==> config.mk <==
export PLATFORM = sky130hd
export DESIGN_NAME = ilda_header_sync_parser_unit
export DESIGN_NICKNAME = d
export VERILOG_FILES = /design/src/rtl/ilda_hsp_pkg.sv /design/src/rtl/ilda_hsp_in_stage.sv /design/src/rtl/ilda_hsp_core.sv /design/src/rtl/ilda_hsp_out_stage.sv /design/src/rtl/ilda_header_sync_parser_unit.sv
export VERILOG_INCLUDE_DIRS = /design/src /design/src/rtl
export SDC_FILE = /design/constraint.sdc
export NUM_CORES = 1
export LEC_CHECK = 0
export BUFFER_PORTS_ARGS = -buffer_cell sky130_fd_sc_hd__buf_2
export CAP_MARGIN = 20
export CORE_ASPECT_RATIO = 0.75
export CORE_MARGIN = 2
export CORE_UTILIZATION = 41
export CTS_CLUSTER_SIZE = 14
export DETAILED_ROUTE_END_ITERATION = 8
export GPL_TIMING_DRIVEN = 0
export PLACE_DENSITY = 0.62
export SLEW_MARGIN = 20
export SYNTH_ARGS = -nofsm -noshare
export SYNTH_HDL_FRONTEND = slang
export SYNTH_SLANG_ARGS = --single-unit
==> constraint.sdc <==
create_clock -name clk_i -period 39.9 [get_ports clk_i]
set_clock_uncertainty 0.2 [all_clocks]
set_input_delay 3.99 -clock clk_i [delete_from_list [all_inputs] [get_ports clk_i]]
set_output_delay 3.99 -clock clk_i [all_outputs]
set_load 0.02 [all_outputs]
==> src/rtl/ilda_header_sync_parser_unit_defines.svh <==
// ----------------------------------------------------------------------------
// ilda header sync parser assertion macros
// shared property wrappers, clocked on clk_i and quiet while rst_ni is low
// ----------------------------------------------------------------------------
`ifndef ILDA_HEADER_SYNC_PARSER_UNIT_DEFINES_SVH
`define ILDA_HEADER_SYNC_PARSER_UNIT_DEFINES_SVH

// same-cycle implication
`define ILDA_HSP_ASSERT_NOW(label, ante, cons) \
  label: assert property (@(posedge clk_i) disable iff (!rst_ni) (ante) |-> (cons)) \
    else $error("ilda_hsp same-cycle check failed");

// next-cycle implication
`define ILDA_HSP_ASSERT_NEXT(label, ante, cons) \
  label: assert property (@(posedge clk_i) disable iff (!rst_ni) (ante) |=> (cons)) \
    else $error("ilda_hsp next-cycle check failed");

`endif

==> src/rtl/ilda_hsp_pkg.sv <==
// ----------------------------------------------------------------------------
// ilda_hsp_pkg
// types, stage codes and magic letters of the ilda header parser
// ----------------------------------------------------------------------------
package ilda_hsp_pkg;

  localparam int unsigned STAGE_W = 3;
  localparam int unsigned FIELD_W = 4;

  // parser stages
  localparam logic [STAGE_W-1:0] ST_HUNT = 3'd0;
  localparam logic [STAGE_W-1:0] ST_M1   = 3'd1;
  localparam logic [STAGE_W-1:0] ST_M2   = 3'd2;
  localparam logic [STAGE_W-1:0] ST_M3   = 3'd3;
  localparam logic [STAGE_W-1:0] ST_FMT  = 3'd4;
  localparam logic [STAGE_W-1:0] ST_NAME = 3'd5;
  localparam logic [STAGE_W-1:0] ST_REST = 3'd6;

  // result status codes
  localparam logic [1:0] STATUS_FULL   = 2'd0;
  localparam logic [1:0] STATUS_BROKEN = 2'd1;
  localparam logic [1:0] STATUS_EARLY  = 2'd2;

  localparam logic [31:0] COUNT_MAX  = 32'hffff_ffff;
  localparam logic [31:0] SKIP_BIAS  = 32'd8;
  localparam logic [31:0] NAME_BIAS  = 32'd4;
  localparam logic [31:0] MAX_FORMAT = 32'd5;

  localparam int unsigned DATA_W = 232;

  typedef struct packed {
    logic       eos;
    logic [7:0] in_byte;
  } item_t;

  typedef struct packed {
    logic [31:0] skipped_count;
    logic [7:0]  future_byte;
    logic [7:0]  scanner_byte;
    logic [15:0] total_frames;
    logic [15:0] identity;
    logic [15:0] quantity;
    logic [63:0] owner_bytes;
    logic [63:0] name_bytes;
    logic [2:0]  format_code;
    logic [1:0]  status;
  } result_t;

  function automatic logic [7:0] magic_char(input logic mode, input logic [1:0] idx);
    logic [7:0] c;
    unique case ({mode, idx})
      3'b000:  c = 8'h49; // I
      3'b001:  c = 8'h4c; // L
      3'b010:  c = 8'h44; // D
      3'b011:  c = 8'h41; // A
      3'b100:  c = 8'h43; // C
      3'b101:  c = 8'h52; // R
      3'b110:  c = 8'h54; // T
      default: c = 8'h4e; // N
    endcase
    return c;
  endfunction

endpackage

==> src/rtl/ilda_hsp_in_stage.sv <==
// ----------------------------------------------------------------------------
// ilda_hsp_in_stage
// input register holding one byte item until the parser takes it
// ----------------------------------------------------------------------------
module ilda_hsp_in_stage (
  input  logic                 clk_i,
  input  logic                 rst_ni,
  input  logic                 valid_i,
  output logic                 ready_o,
  input  ilda_hsp_pkg::item_t  item_i,
  input  logic                 advance_i,
  output logic                 valid_o,
  output ilda_hsp_pkg::item_t  item_o
);
  import ilda_hsp_pkg::*;

  logic  valid_q, valid_d;
  item_t item_q, item_d;

  assign ready_o = !valid_q || advance_i;

  always_comb begin
    valid_d = valid_q;
    item_d  = item_q;
    if (valid_i && ready_o) begin
      valid_d = 1'b1;
      item_d  = item_i;
    end else if (advance_i) begin
      valid_d = 1'b0;
    end
  end

  always_ff @(posedge clk_i or negedge rst_ni) begin
    if (!rst_ni) begin
      valid_q <= 1'b0;
    end else begin
      valid_q <= valid_d;
    end
  end

  always_ff @(posedge clk_i) begin
    item_q <= item_d;
  end

  assign valid_o = valid_q;
  assign item_o  = item_q;

endmodule

==> src/rtl/ilda_hsp_core.sv <==
// ----------------------------------------------------------------------------
// ilda_hsp_core
// parser state and per-byte next-state logic, one byte per fire
// ----------------------------------------------------------------------------
`include "ilda_header_sync_parser_unit_defines.svh"

module ilda_hsp_core (
  input  logic                  clk_i,
  input  logic                  rst_ni,
  input  logic                  fire_i,
  input  ilda_hsp_pkg::item_t   item_i,
  input  logic                  mode_i,
  output logic                  res_valid_o,
  output ilda_hsp_pkg::result_t res_o
);
  import ilda_hsp_pkg::*;

  logic [STAGE_W-1:0] stage_q, stage_d;
  logic [FIELD_W-1:0] field_q, field_d;
  logic [31:0]        fmt_q, fmt_d;
  logic [63:0]        name_q, name_d;
  logic [63:0]        owner_q, owner_d;
  logic [15:0]        qty_q, qty_d;
  logic [15:0]        ident_q, ident_d;
  logic [15:0]        total_q, total_d;
  logic [7:0]         scan_q, scan_d;
  logic [31:0]        cons_q, cons_d;
  logic [31:0]        skip_q, skip_d;

  logic [7:0]  b;
  logic [31:0] cons_inc;
  logic [31:0] fmt_new;
  logic [63:0] name_new;
  logic [31:0] w0_less;
  logic [31:0] w1_x3;
  logic        fmt_ok;
  logic        broken;
  logic        done_full;
  logic        done_broken;

  assign b        = item_i.in_byte;
  assign cons_inc = (cons_q != COUNT_MAX) ? cons_q + 32'd1 : cons_q;
  assign fmt_new  = {fmt_q[23:0], b};
  assign name_new = {name_q[55:0], b};
  assign w0_less  = name_new[63:32] - NAME_BIAS;
  assign w1_x3    = {name_new[30:0], 1'b0} + name_new[31:0];
  assign broken   = !mode_i && (w0_less == w1_x3);
  assign fmt_ok   = mode_i ? (fmt_new == 32'd0) : (fmt_new <= MAX_FORMAT);

  always_comb begin
    stage_d     = stage_q;
    field_d     = field_q;
    fmt_d       = fmt_q;
    name_d      = name_q;
    owner_d     = owner_q;
    qty_d       = qty_q;
    ident_d     = ident_q;
    total_d     = total_q;
    scan_d      = scan_q;
    cons_d      = cons_inc;
    skip_d      = skip_q;
    done_full   = 1'b0;
    done_broken = 1'b0;
    res_valid_o = 1'b0;
    res_o       = '0;

    unique case (stage_q)
      ST_M1, ST_M2, ST_M3: begin
        if (b == magic_char(mode_i, stage_q[1:0])) begin
          stage_d = stage_q + 3'd1;
          if (stage_q == ST_M3) begin
            field_d = '0;
            fmt_d   = '0;
          end
        end else begin
          stage_d = ST_HUNT;
        end
      end
      ST_FMT: begin
        fmt_d   = fmt_new;
        field_d = field_q + 4'd1;
        if (field_q >= 4'd3) begin
          field_d = '0;
          if (fmt_ok) begin
            skip_d  = (cons_inc == COUNT_MAX) ? COUNT_MAX : cons_inc - SKIP_BIAS;
            name_d  = '0;
            owner_d = '0;
            qty_d   = '0;
            ident_d = '0;
            total_d = '0;
            scan_d  = '0;
            stage_d = ST_NAME;
          end else begin
            stage_d = ST_HUNT;
          end
        end
      end
      ST_NAME: begin
        name_d  = name_new;
        field_d = field_q + 4'd1;
        if (field_q >= 4'd7) begin
          if (broken) begin
            qty_d       = name_new[15:0];
            done_broken = 1'b1;
          end else begin
            stage_d = ST_REST;
            field_d = '0;
          end
        end
      end
      ST_REST: begin
        field_d = field_q + 4'd1;
        priority if (field_q < 4'd8) begin
          owner_d = {owner_q[55:0], b};
        end else if (field_q < 4'd10) begin
          qty_d = {qty_q[7:0], b};
        end else if (field_q < 4'd12) begin
          ident_d = {ident_q[7:0], b};
        end else if (field_q < 4'd14) begin
          total_d = {total_q[7:0], b};
        end else if (field_q == 4'd14) begin
          scan_d = b;
        end else begin
          done_full = 1'b1;
        end
      end
      default: begin
        stage_d = (b == magic_char(mode_i, 2'd0)) ? ST_M1 : ST_HUNT;
      end
    endcase

    if (done_broken) begin
      res_valid_o       = 1'b1;
      res_o.status      = STATUS_BROKEN;
      res_o.format_code = fmt_q[2:0];
      res_o.name_bytes  = name_new;
      res_o.quantity    = name_new[15:0];
      res_o.skipped_count = skip_q;
    end else if (done_full) begin
      res_valid_o         = 1'b1;
      res_o.status        = STATUS_FULL;
      res_o.format_code   = fmt_q[2:0];
      res_o.name_bytes    = name_q;
      res_o.owner_bytes   = owner_q;
      res_o.quantity      = qty_q;
      res_o.identity      = ident_q;
      res_o.total_frames  = total_q;
      res_o.scanner_byte  = scan_q;
      res_o.future_byte   = b;
      res_o.skipped_count = skip_q;
    end else if (item_i.eos) begin
      res_valid_o         = 1'b1;
      res_o.status        = STATUS_EARLY;
      res_o.skipped_count = cons_inc;
    end

    // start afresh after any result
    if (res_valid_o) begin
      stage_d = ST_HUNT;
      field_d = '0;
      fmt_d   = '0;
      cons_d  = '0;
      skip_d  = '0;
    end
  end

  always_ff @(posedge clk_i or negedge rst_ni) begin
    if (!rst_ni) begin
      stage_q <= ST_HUNT;
      field_q <= '0;
      fmt_q   <= '0;
      name_q  <= '0;
      owner_q <= '0;
      qty_q   <= '0;
      ident_q <= '0;
      total_q <= '0;
      scan_q  <= '0;
      cons_q  <= '0;
      skip_q  <= '0;
    end else if (fire_i) begin
      stage_q <= stage_d;
      field_q <= field_d;
      fmt_q   <= fmt_d;
      name_q  <= name_d;
      owner_q <= owner_d;
      qty_q   <= qty_d;
      ident_q <= ident_d;
      total_q <= total_d;
      scan_q  <= scan_d;
      cons_q  <= cons_d;
      skip_q  <= skip_d;
    end
  end

  `ILDA_HSP_ASSERT_NEXT(a_restart_after_result, fire_i && res_valid_o,
                        stage_q == ST_HUNT && cons_q == 32'd0 && field_q == 4'd0)
  `ILDA_HSP_ASSERT_NOW(a_fmt_index_range, stage_q == ST_FMT, field_q < 4'd4)
  `ILDA_HSP_ASSERT_NOW(a_name_index_range, stage_q == ST_NAME, field_q < 4'd8)
  `ILDA_HSP_ASSERT_NEXT(a_idle_holds_state, !fire_i, $stable(stage_q) && $stable(cons_q))

endmodule

==> src/rtl/ilda_hsp_out_stage.sv <==
// ----------------------------------------------------------------------------
// ilda_hsp_out_stage
// result register, holds one finished item until the sink takes it
// ----------------------------------------------------------------------------
module ilda_hsp_out_stage (
  input  logic                  clk_i,
  input  logic                  rst_ni,
  input  logic                  load_i,
  input  ilda_hsp_pkg::result_t res_i,
  output logic                  free_o,
  output logic                  valid_o,
  input  logic                  ready_i,
  output ilda_hsp_pkg::result_t res_o
);
  import ilda_hsp_pkg::*;

  logic    valid_q, valid_d;
  result_t res_q, res_d;

  assign free_o = !valid_q || ready_i;

  always_comb begin
    valid_d = valid_q;
    res_d   = res_q;
    if (load_i) begin
      valid_d = 1'b1;
      res_d   = res_i;
    end else if (ready_i) begin
      valid_d = 1'b0;
    end
  end

  always_ff @(posedge clk_i or negedge rst_ni) begin
    if (!rst_ni) begin
      valid_q <= 1'b0;
    end else begin
      valid_q <= valid_d;
    end
  end

  always_ff @(posedge clk_i) begin
    res_q <= res_d;
  end

  assign valid_o = valid_q;
  assign res_o   = res_q;

endmodule

==> src/rtl/ilda_header_sync_parser_unit.sv <==
// ----------------------------------------------------------------------------
// ilda_header_sync_parser_unit
// byte-serial parser for ilda section headers and crtn container headers
// ----------------------------------------------------------------------------
// Takes one byte per clock, sustained while results drain, and hands back one
// result item per completed or broken header or per early end of stream. A byte
// goes into an input register, is folded into the parser state by combinational
// logic, and any result lands in an output register, so both registers lie
// between an accepted byte and its result. The state update of the parser sets
// the rate of one byte a cycle; a stalled result costs throughput only once the
// input register is also full. container_mode should only be written while idle.
// ----------------------------------------------------------------------------
module ilda_header_sync_parser_unit (
  input  logic                            clk_i,
  input  logic                            rst_ni,
  input  logic                            cfg_valid_i,
  output logic                            cfg_ready_o,
  input  logic                            cfg_data_i,     // container_mode
  input  logic                            s_axis_tvalid_i,
  output logic                            s_axis_tready_o,
  input  logic [7:0]                      s_axis_tdata_i, // in_byte
  input  logic                            s_axis_tlast_i, // end_of_stream
  output logic                            m_axis_tvalid_o,
  input  logic                            m_axis_tready_i,
  // format_code, name_bytes, owner_bytes, quantity, identity, total_frames,
  // scanner_byte, future_byte, skipped_count, zero pad
  output logic [ilda_hsp_pkg::DATA_W-1:0] m_axis_tdata_o,
  output logic [1:0]                      m_axis_tuser_o  // status
);
  import ilda_hsp_pkg::*;

  logic    mode_q, mode_d;
  item_t   in_item;
  item_t   stage_item;
  logic    stage_valid;
  logic    out_free;
  logic    advance;
  logic    res_valid;
  result_t res;
  result_t out_res;

  assign cfg_ready_o = 1'b1;
  assign mode_d      = (cfg_valid_i && cfg_ready_o) ? cfg_data_i : mode_q;

  always_ff @(posedge clk_i or negedge rst_ni) begin
    if (!rst_ni) begin
      mode_q <= 1'b0;
    end else begin
      mode_q <= mode_d;
    end
  end

  assign in_item.in_byte = s_axis_tdata_i;
  assign in_item.eos     = s_axis_tlast_i;
  assign advance         = stage_valid && out_free;

  ilda_hsp_in_stage u_in_stage (
    .clk_i     (clk_i),
    .rst_ni    (rst_ni),
    .valid_i   (s_axis_tvalid_i),
    .ready_o   (s_axis_tready_o),
    .item_i    (in_item),
    .advance_i (advance),
    .valid_o   (stage_valid),
    .item_o    (stage_item)
  );

  ilda_hsp_core u_core (
    .clk_i       (clk_i),
    .rst_ni      (rst_ni),
    .fire_i      (advance),
    .item_i      (stage_item),
    .mode_i      (mode_q),
    .res_valid_o (res_valid),
    .res_o       (res)
  );

  ilda_hsp_out_stage u_out_stage (
    .clk_i   (clk_i),
    .rst_ni  (rst_ni),
    .load_i  (advance && res_valid),
    .res_i   (res),
    .free_o  (out_free),
    .valid_o (m_axis_tvalid_o),
    .ready_i (m_axis_tready_i),
    .res_o   (out_res)
  );

  assign m_axis_tuser_o = out_res.status;
  assign m_axis_tdata_o = {5'd0, out_res.skipped_count, out_res.future_byte,
                           out_res.scanner_byte, out_res.total_frames,
                           out_res.identity, out_res.quantity, out_res.owner_bytes,
                           out_res.name_bytes, out_res.format_code};

endmodule
Word-level counts from Yosys, hierarchy flattened
Cells that the tools add are included.
- mux-type cells: 84
- add/sub/neg operators: 6
- reduce and logical (&&, ||, !) cells: 35
- bitwise operators: 2
- equality and inequality tests: 37
- order comparisons: 7
- operator list (operator ; count):
    32-bit 2-to-1 mux ; 10
    64-bit case mux with 2 select lines ; 2
    16-bit 2-to-1 mux ; 14
    64-bit 2-to-1 mux ; 3
    147-bit 2-to-1 mux ; 1
    24-bit 2-to-1 mux ; 3
    8-bit 2-to-1 mux ; 9
    69-bit 2-to-1 mux ; 1
    16-bit case mux with 2 select lines ; 2
    16-bit case mux with 3 select lines ; 1
    24-bit case mux with 2 select lines ; 1
    5-bit case mux with 7 select lines ; 1
    32-bit by 1-bit adder with 32-bit output, second input constant ; 1
    32-bit adder ; 1
    32-bit == test ; 1
    32-bit == test, second input constant ; 1
    32-bit by 3-bit <= comparator with 1-bit output, second input constant ; 1
    32-bit logical NOT ; 1
    32-bit != test, second input constant ; 1
    8-bit case mux with 2 select lines ; 2
    32-bit by 3-bit subtractor with 32-bit output, second input constant ; 1
    32-bit by 4-bit subtractor with 32-bit output, second input constant ; 1
    4-bit 2-to-1 mux ; 6
    3-bit == test, second input constant ; 6
    34 further kinds ; 100
- register bits after elaboration: 520
- output and inout port bits: 237
- logic and storage cells: 198
- bits of input ports: 15

Longest topological paths before layout
Gate-level depths: netlist of the first run.
- word-level depth: 11
- mapped depth: 18
- gate-level depth less buffers: 15

By module
From an unflattened synthesis of the first run, not the netlist that was laid out.
- cell total of the unflattened synthesis: 2583
- area, all modules: 25408.1 um^2
- modules (own cells, without submodules) (module ; instances ; cells each ; sequential area each (um^2) ; area an instance (um^2)):
    ilda_hsp_core ; 1 ; 2326 ; 6981.7 ; 18054.8
    ilda_hsp_out_stage ; 1 ; 232 ; 6901.6 ; 6924.1
    ilda_hsp_in_stage ; 1 ; 13 ; 295.3 ; 324.1
    ilda_header_sync_parser_unit ; 1 ; 12 ; 25.0 ; 105.1

Worst setup path after synthesis of the first run
OpenSTA, ideal clock, no wires.
- path kind: input-to-reg
- start point: input m_axis_tready_i
- end point: register u_core.stage_q[2]
- setup time: 0.557 ns
- data arrival time: 14.791 ns
- cell stages on the path: 5
- required time: 39.143 ns
- path buffers: 1
- slack: 24.352 ns
- cell sequence: nand2b_1 -> nand2_1 -> clkbuf_1 -> nor2_1 -> o21ai_0
- cells in the longest elaborated chain, start to end: 3
- ends and longest elaborated chain (element ; line ; source):
    start, declared ; ilda_header_sync_parser_unit.sv:24 ; input logic m_axis_tready_i,
    1-bit logical OR ; ilda_hsp_out_stage.sv:20 ; assign free_o = !valid_q || ready_i;
    1-bit logical AND ; ilda_header_sync_parser_unit.sv:55 ; assign advance = stage_valid && out_free;
    5-bit AND reduction (no source line) ; - ;
    end signal, assigned ; ilda_hsp_core.sv:181 ; stage_q <= stage_d;
    end, declared ; ilda_hsp_core.sv:18 ; logic [STAGE_W-1:0] stage_q, stage_d;
Every way passes these cells.
A chain may end at the register's enable or synchronous reset.

Final worst setup path of the first run
- start point: input m_axis_tready_i
- end point: output s_axis_tready_o
- cells in the longest elaborated chain, start to end: 3
- ends and longest elaborated chain (element ; line ; source):
    1-bit logical OR ; ilda_hsp_out_stage.sv:20 ;
    1-bit logical AND ; ilda_header_sync_parser_unit.sv:55 ;
    1-bit logical OR ; ilda_hsp_in_stage.sv:20 ; assign ready_o = !valid_q || advance_i;
    end, declared ; ilda_header_sync_parser_unit.sv:20 ; output logic s_axis_tready_o,
Every way passes these cells.

==> run metrics, run 1 <==
status=complete, no violations; CP max FO=4; final setup fails=0; max-cap violation count=0; Area Growth Syn to Fin=17.64%; row count=roughly 80; ys async rst share=0.5423; Initial DRC Count=approximately 2200; EDFF count, synth=between 200 and 250; root buf cell=clkbuf_16; total grt overflow=0; Crit Reg-Reg Endpoint=u_out_stage.res_o[49]$_DFFE_PP_; Mapped Area=around 25000 um2; Clock Pin Slew Worst Setup and Hold Paths=around 0.060 ns; mean post-synth cell area=10.52 um2; unrepaired setup endpoints after global routing=no; Net Switching=about 0.27 mW; end-of-flow core utilization=0.4866; actual slew at the worst max-slew pin=~1.1 ns; initial antenna violation count=1; via count=a little under 20000; worst-case clock buffer depth=3; vias in the first global route=between 15000 and 20000; First-pass DRT Iterations=7; overall fraction of global-route tracks in use=0.2329; setup TNS=0 ns; reg2reg start=u_in_stage.item_o[1]$_DFFE_PP_; slack of the worst reg-to-reg path=roughly 33 ns; H-tree levels=2; R2R depth=17; combinational power share=0.056; die area=around 63000 um2; post-synth cell types=71; DP HPWL=approximately 55000 um; final hold vios=0; Period Utilization, post-route=0.2230; dpl ws=a little over 30 ns; WP data required=35.71 ns; ratio of total power to cell area=approximately 40 nW/um2; IO Pins=~250; drt total wl=between 70000 and 80000 um; DR vias/cell=between 5 and 6; Setup Buffers After CTS=0; TritonCTS clock tree=done; WHS Path Cells=2; Hold Buf Count CTS=0; peak supply drop=33.46 uV; Placed Cells=around 3400; Critical Path Sink Type=output port; register bit total from synthesis=520; Die Y=217.6 um; worst setup margin=approximately 31 ns; Leakage=between 10 and 15 nW; WHS Endpoint=u_core.ident_q[15]$_DFFE_PN0P_; Final Max Tran Viols=0; Post-Syn Instances=roughly 2400; min Tclk post-route=a little under 9 ns; internal power=between 0.8 and 0.9 mW; IO buf count=about 250; Power Total=around 1.2 mW; Rel. slew slack=0.2899; Ant. Diodes=0; crit path DAT=approximately 4.7 ns; Hold WS=between 0.2 and 0.3 ns; Placer Congestion=0.9255; largest net degree at the start of global routing=just under 100; final net count=between 2000 and 3000; Design Area, Final=around 30000 um2; PostCTS Resize Cnt=0; CP Class=input port to output port; top_reg_cell synth=dfrtp_1; clock share of power=0.448; Core Region=roughly 60000 um2; wire per inst=around 21 um; Non-Filler Instances=roughly 3500; Clock Latency Late Sink=approximately 0.63 ns; Synth warnings=0; share of layout cells above drive strength 1=0.1408; die width=~290 um; hold_sp=u_core.ident_q[15]$_DFFE_PN0P_; first-pass GRT wire length=about 110000 um; max frequency=about 110 MHz; Hold WC Path Type=flop to flop; switching share of power=0.2333; clk sinks=520; DRC=0; Final ANT Viol Nets=0; part of the power in registers=0.496; total CTS buffers=54; CP Launch Type=input port; initial core utilization=0.4137; sequential share of the synthesized area=0.5693; DP Area=27510 um2
sequential cells by signal, indices dropped and copies added (netlist names):
signal	cells
u_core.fmt_q	24
u_core.scan_q	8
u_out_stage.res_o	229
u_core.field_q	4
u_core.qty_q	16
mode_q	1
u_core.name_q	64
u_out_stage.valid_o	1
u_in_stage.valid_o	1
u_core.skip_q	32
u_core.cons_q	32
u_core.owner_q	64
u_core.total_q	16
u_in_stage.item_o	9
u_core.stage_q	3
u_core.ident_q	16
worst max-delay path, cell delays in order:
cell and delay, ns:
buf_2 0.09, nand2b_1 0.16, or2_2 0.30, buf_2 0.17
how the worst max path moves through the flow:
stage | depth (start not counted) | slack, ns | endpoint | startpoint
3_3_place_gp | 16 | 19.67 | u_core.stage_q[2]$_DFFE_PN0P_ | u_in_stage.item_o[1]$_DFFE_PP_
6_report | 4 | 31.00 | s_axis_tready_o | m_axis_tready_i
5_1_grt | 4 | 30.95 | s_axis_tready_o | m_axis_tready_i
3_5_place_dp | 4 | 31.00 | s_axis_tready_o | m_axis_tready_i
4_1_cts | 4 | 31.00 | s_axis_tready_o | m_axis_tready_i
2_1_floorplan | 5 | 24.35 | u_core.stage_q[2]$_DFFE_PN0P_ | m_axis_tready_i
routing by layer:
metal  part of all wire  track usage  vias up  routed length [um]
met5                  0            0        -                   0
met4              0.018      0.05326        0                1318
met3              0.087      0.05010       92                6453
met2               0.41       0.3203      799               30270
met1               0.48       0.3695     9789               35760
li1                   -            -     9142                   -
cell type report:
cell class,instances,area [um2]
timing repair buffer,257,1536
clock buffer,72,1459
clock inverter,30,375.4
multi-input combinational,1575,9667
tap,800,1001
buffer,182,740.7
fill,5571,30960
inverter,98,367.9
sequential,520,14200
layout by cell type, fill, tap and decap left out, types with 7 or more instances in the layout:
master,count
a21o_1,13
a21oi_1,55
a22o_1,152
a31oi_1,14
and2_1,15
and3_1,132
buf_1,21
buf_16,8
buf_2,257
buf_4,7
clkbuf_1,153
clkbuf_16,54
clkinv_2,11
dfrtp_1,282
edfxtp_1,238
ha_1,48
inv_1,98
nand2_1,318
nand2b_1,7
nand3_1,125
nand3b_1,22
nand4_1,27
nor2_1,77
nor2b_1,10
nor3_1,37
nor4_1,19
o21a_1,9
o21ai_0,222
o22ai_1,8
o31ai_1,8
or2_2,8
or4_1,9
xnor2_1,107
xor2_1,38
power groups by stage:
stage / logic [mW] / registers (mW) / clock network (mW)
floorplan: 0.0249 / 0.599 / 0
global placement: 0.0580 / 0.593 / 0
detailed placement: 0.0642 / 0.585 / 0
CTS: 0.0644 / 0.574 / 0.528
global route: 0.0698 / 0.575 / 0.553
finish: 0.0644 / 0.574 / 0.519
cell usage after synthesis, drive strengths merged (10+ instances only):
library cell    n  area, um2
nor2b          10      62.56
clkbuf        139      521.8
nor3           37      185.2
xnor2         107      937.2
edfxtp        238       7147
nand2         318       1194
dfrtp         282       7057
o21ai         225       1126
buf            43      219.0
nor2           78      292.8
a21oi          55      275.3
a31oi          14      87.58
nand4          27      168.9
a22o          152       1331
and2           15      93.84
ha             48      600.6
nor4           22      173.9
nand3         125      625.6
nand3b         22      165.2
inv            98      367.9
a21o           13      97.59
or4            10      78.82
and3          132      825.8
xor2           38      332.8
cells by family after synthesis:
logic type,count (synthesis),share of synthesized area
simple gates,840,0.1685
compound gates,533,0.1409
flops,520,0.5693
buf+inv,280,0.04443
xor+xnor,145,0.05090
fa+ha+maj,49,0.02487
other cells,2,0.0003010
mux,2,0.0008024
Note: power is estimated with default switching activity, not from simulation.
==> run 2, diff against run 1 <==
--- a/config.mk
+++ b/config.mk
@@ -6,6 +6,7 @@
 export SDC_FILE = /design/constraint.sdc
 export NUM_CORES = 1
 export LEC_CHECK = 0
+export ABC_AREA = 1
 export BUFFER_PORTS_ARGS = -buffer_cell sky130_fd_sc_hd__buf_2
 export CAP_MARGIN = 20
 export CORE_ASPECT_RATIO = 0.75
==> constraint.sdc (replaced) <==
create_clock -name clk_i -period 8.7 [get_ports clk_i]
set_clock_uncertainty 0.2 [all_clocks]
set_input_delay 0.87 -clock clk_i [delete_from_list [all_inputs] [get_ports clk_i]]
set_output_delay 0.87 -clock clk_i [all_outputs]
set_load 0.02 [all_outputs]
==> run 2 against run 1 <==
Compared with the run above: wire length up 8.9%; combinational power rose to 6.7 times the previous value; sequential cell count is the same; non-clock buffer count shrank 74; sequential power increased to 4.7 times the previous value; sequential share of layout area down 1.3 points; largest cell class unchanged.
==> run metrics, run 2 <==
max-cap violation count=0; CP max FO=~110; final net count=~3300; EDFF count, synth=roughly 240; Rel. slew slack=0.2943; post-synth cell types=between 50 and 60; Clock Latency Late Sink=0.64 ns; peak supply drop=approximately 150 uV; clk sinks=520; highest-count cells in the layout ignoring fill and taps=618 x nand2_1, 393 x inv_1, 285 x buf_2, 284 x nor2_1, 282 x dfrtp_1; sequential share of the synthesized area=0.5489; register bit total from synthesis=520; wire per inst=19.70 um; top_reg_cell synth=dfrtp_1; drt total wl=about 80000 um; Leakage=roughly 14 nW; Area Growth Syn to Fin=16.49%; vias in the first global route=roughly 20000; H-tree levels=2; initial antenna violation count=0; PostCTS Resize Cnt=0; Period Utilization, post-route=0.6701; final hold vios=0; TritonCTS clock tree=done; Synth area leaders=edfxtp_1 28%, dfrtp_1 27%, nand2_1 9.0%, inv_1 5.7%, o22ai_1 4.3%; DP HPWL=approximately 60000 um; max reg flops=roughly 230; CP Class=flop to flop; die area=between 60000 and 70000 um2; Final ANT Viol Nets=0; Critical Path Sink Type=flop; Post-Syn Instances=just under 3000; IO Pins=252; DRC=0; First-pass DRT Iterations=5; unrepaired setup endpoints after global routing=no; Synth warnings=0; DR vias/cell=5.327; status=complete, no violations; total CTS buffers=53; max frequency=171.5 MHz; via count=approximately 22000; fill count=~6000; actual slew at the worst max-slew pin=between 1 and 1.5 ns; Core Region=roughly 62000 um2; synth cell count leaders=618 x nand2_1, 394 x inv_1, 284 x nor2_1; IO buf count=245; mean post-synth cell area=8.870 um2; final setup fails=0; total grt overflow=0; commonest non-fill, non-tap cell in the layout=nand2_1; Mapped Area=25870 um2; CP Launch Type=flop; Placer Congestion=just under 1; Clock Pin Slew Worst Setup and Hold Paths=~0.06 ns; Power Total=~5.5 mW; Die Y=between 200 and 250 um; initial core utilization=0.4162; most common cell in the netlist=nand2_1; first-pass GRT wire length=about 120000 um; Final Max Tran Viols=0; die width=294.1 um; DP Area=around 28000 um2; Initial DRC Count=2294; Ant. Diodes=0; WP data required=about 8.7 ns; overall fraction of global-route tracks in use=0.2435; root buf cell=clkbuf_16; Hold WC Path Type=input port to flop; post-synth top area share=0.2762; worst-case clock buffer depth=3; ratio of total power to cell area=183.3 nW/um2; crit path DAT=5.87 ns; Design Area, Final=around 30000 um2; min Tclk post-route=around 5.8 ns; Synth area leader=edfxtp_1; row count=79; share of layout cells above drive strength 1=0.1312; ys async rst share=0.5423; largest net degree at the start of global routing=around 110
run 2: cell count changes after synthesis, moves of 45 or more:
| cell | change |
|---|---|
| nand2_1 | +300 |
| and3_1 | -130 |
| xor2_1 | +45 |
| nor2_1 | +206 |
| clkbuf_1 | -80 |
| inv_1 | +296 |
| xnor2_1 | -85 |
| nand3_1 | +76 |
| a22o_1 | -146 |
| o22ai_1 | +169 |
run 2: cell type report:
type                    count  area [um2]  area share
plain buffers             114       531.8     0.01764
clock buffers              66        1426     0.04732
multi-input cells        1883        9647      0.3200
well taps                 810        1013     0.03362
inverters                 404        1524     0.05056
repair buffers            251        1384     0.04591
flip-flops and latches    520       14200      0.4712
clock inverters            32       411.6     0.01366
run 2: layer usage:
metal  global-route usage  share of wire  vias to the layer above
met4              0.06320          0.021                        0
li1                     -              -                    10360
met3              0.04591          0.090                      106
met5                    0              0                        -
met2               0.3268           0.40                      910
met1               0.3947           0.49                    10360
run 2: report_power, final:
group          total [mW]  switching (mW)  internal [mW]
Clock                2.42            1.01           1.41
Combinational       0.433           0.322          0.111
Sequential           2.67          0.0294           2.64
Total                5.53            1.36           4.16
run 2: logic make-up (layout without fill, tap and decap cells):
logic type / count (synthesis) / count (layout) / share of synthesized area
simple gates: 1260 / 1260 / 0.2097
flops: 520 / 520 / 0.5489
buf+inv: 518 / 867 / 0.07916
compound gates: 462 / 462 / 0.1018
xor+xnor: 106 / 106 / 0.03617
fa+ha+maj: 49 / 49 / 0.02398
other cells: 2 / 6 / 0.0002902
run 2: repair_timing:
action | 4_1_cts | 5_1_grt
hold buffers | 1 | 0
buffers inserted | 0 | 0
hold endpoints to repair | 50 | 0
run 2: final timing paths:
path / endpoint / from / cells after the start / slack, ns
min: u_in_stage.item_o[6]$_DFFE_PP_ / s_axis_tdata_i[6] / 1 / 0.23
min reg2reg: u_core.fmt_q[16]$_DFFE_PN0P_ / u_core.fmt_q[16]$_DFFE_PN0P_ / 2 / 0.27
min in group asynchronous: u_core.total_q[11]$_DFFE_PN0P_ / rst_ni / 2 / 0.56
max: u_out_stage.res_o[91]$_SDFFCE_PP0P_ / u_in_stage.item_o[3]$_DFFE_PP_ / 23 / 2.87
max in group asynchronous: u_core.name_q[60]$_DFFE_PN0P_ / rst_ni / 4 / 6.55
max reg2reg: u_out_stage.res_o[91]$_SDFFCE_PP0P_ / u_in_stage.item_o[3]$_DFFE_PP_ / 23 / 2.87
run 2: worst max-delay path, cell delays in order (launching register included):
cell and delay [ns]:
edfxtp_1 0.49, clkbuf_1 0.44, inv_1 0.32, ha_1 0.51
nand2_1 0.11, nand3_1 0.17, nand2_1 0.08, nand2_1 0.11
nand2_1 0.10, nand2_1 0.18, nand2_1 0.12, nand2_1 0.11
nand2_1 0.07, nand3_1 0.08, nand2_1 0.11, nor2_1 0.11
nand3_1 0.23, nor2_4 0.20, nand3_4 0.17, nand2_4 0.21
nand2_2 0.22, buf_2 0.31, inv_8 0.21, buf_16 0.34
run 2: through the flow:
stage / instances / utilization / TNS (ns) / hold slack (ns) / worst slack [ns]
finish: 4080 / 0.4848 / 0 / 0.2283 / 2.870
floorplan: 2921 / - / 0 / 0.2341 / 0.6211
global placement: 3976 / 0.4524 / -671.46 / 0.2541 / -2.983
global route: 4080 / 0.4848 / 0 / 0.2034 / 2.623
CTS: 4080 / 0.4848 / 0 / 0.1923 / 2.953
detailed placement: 3981 / 0.4551 / 0 / 0.2559 / 2.988
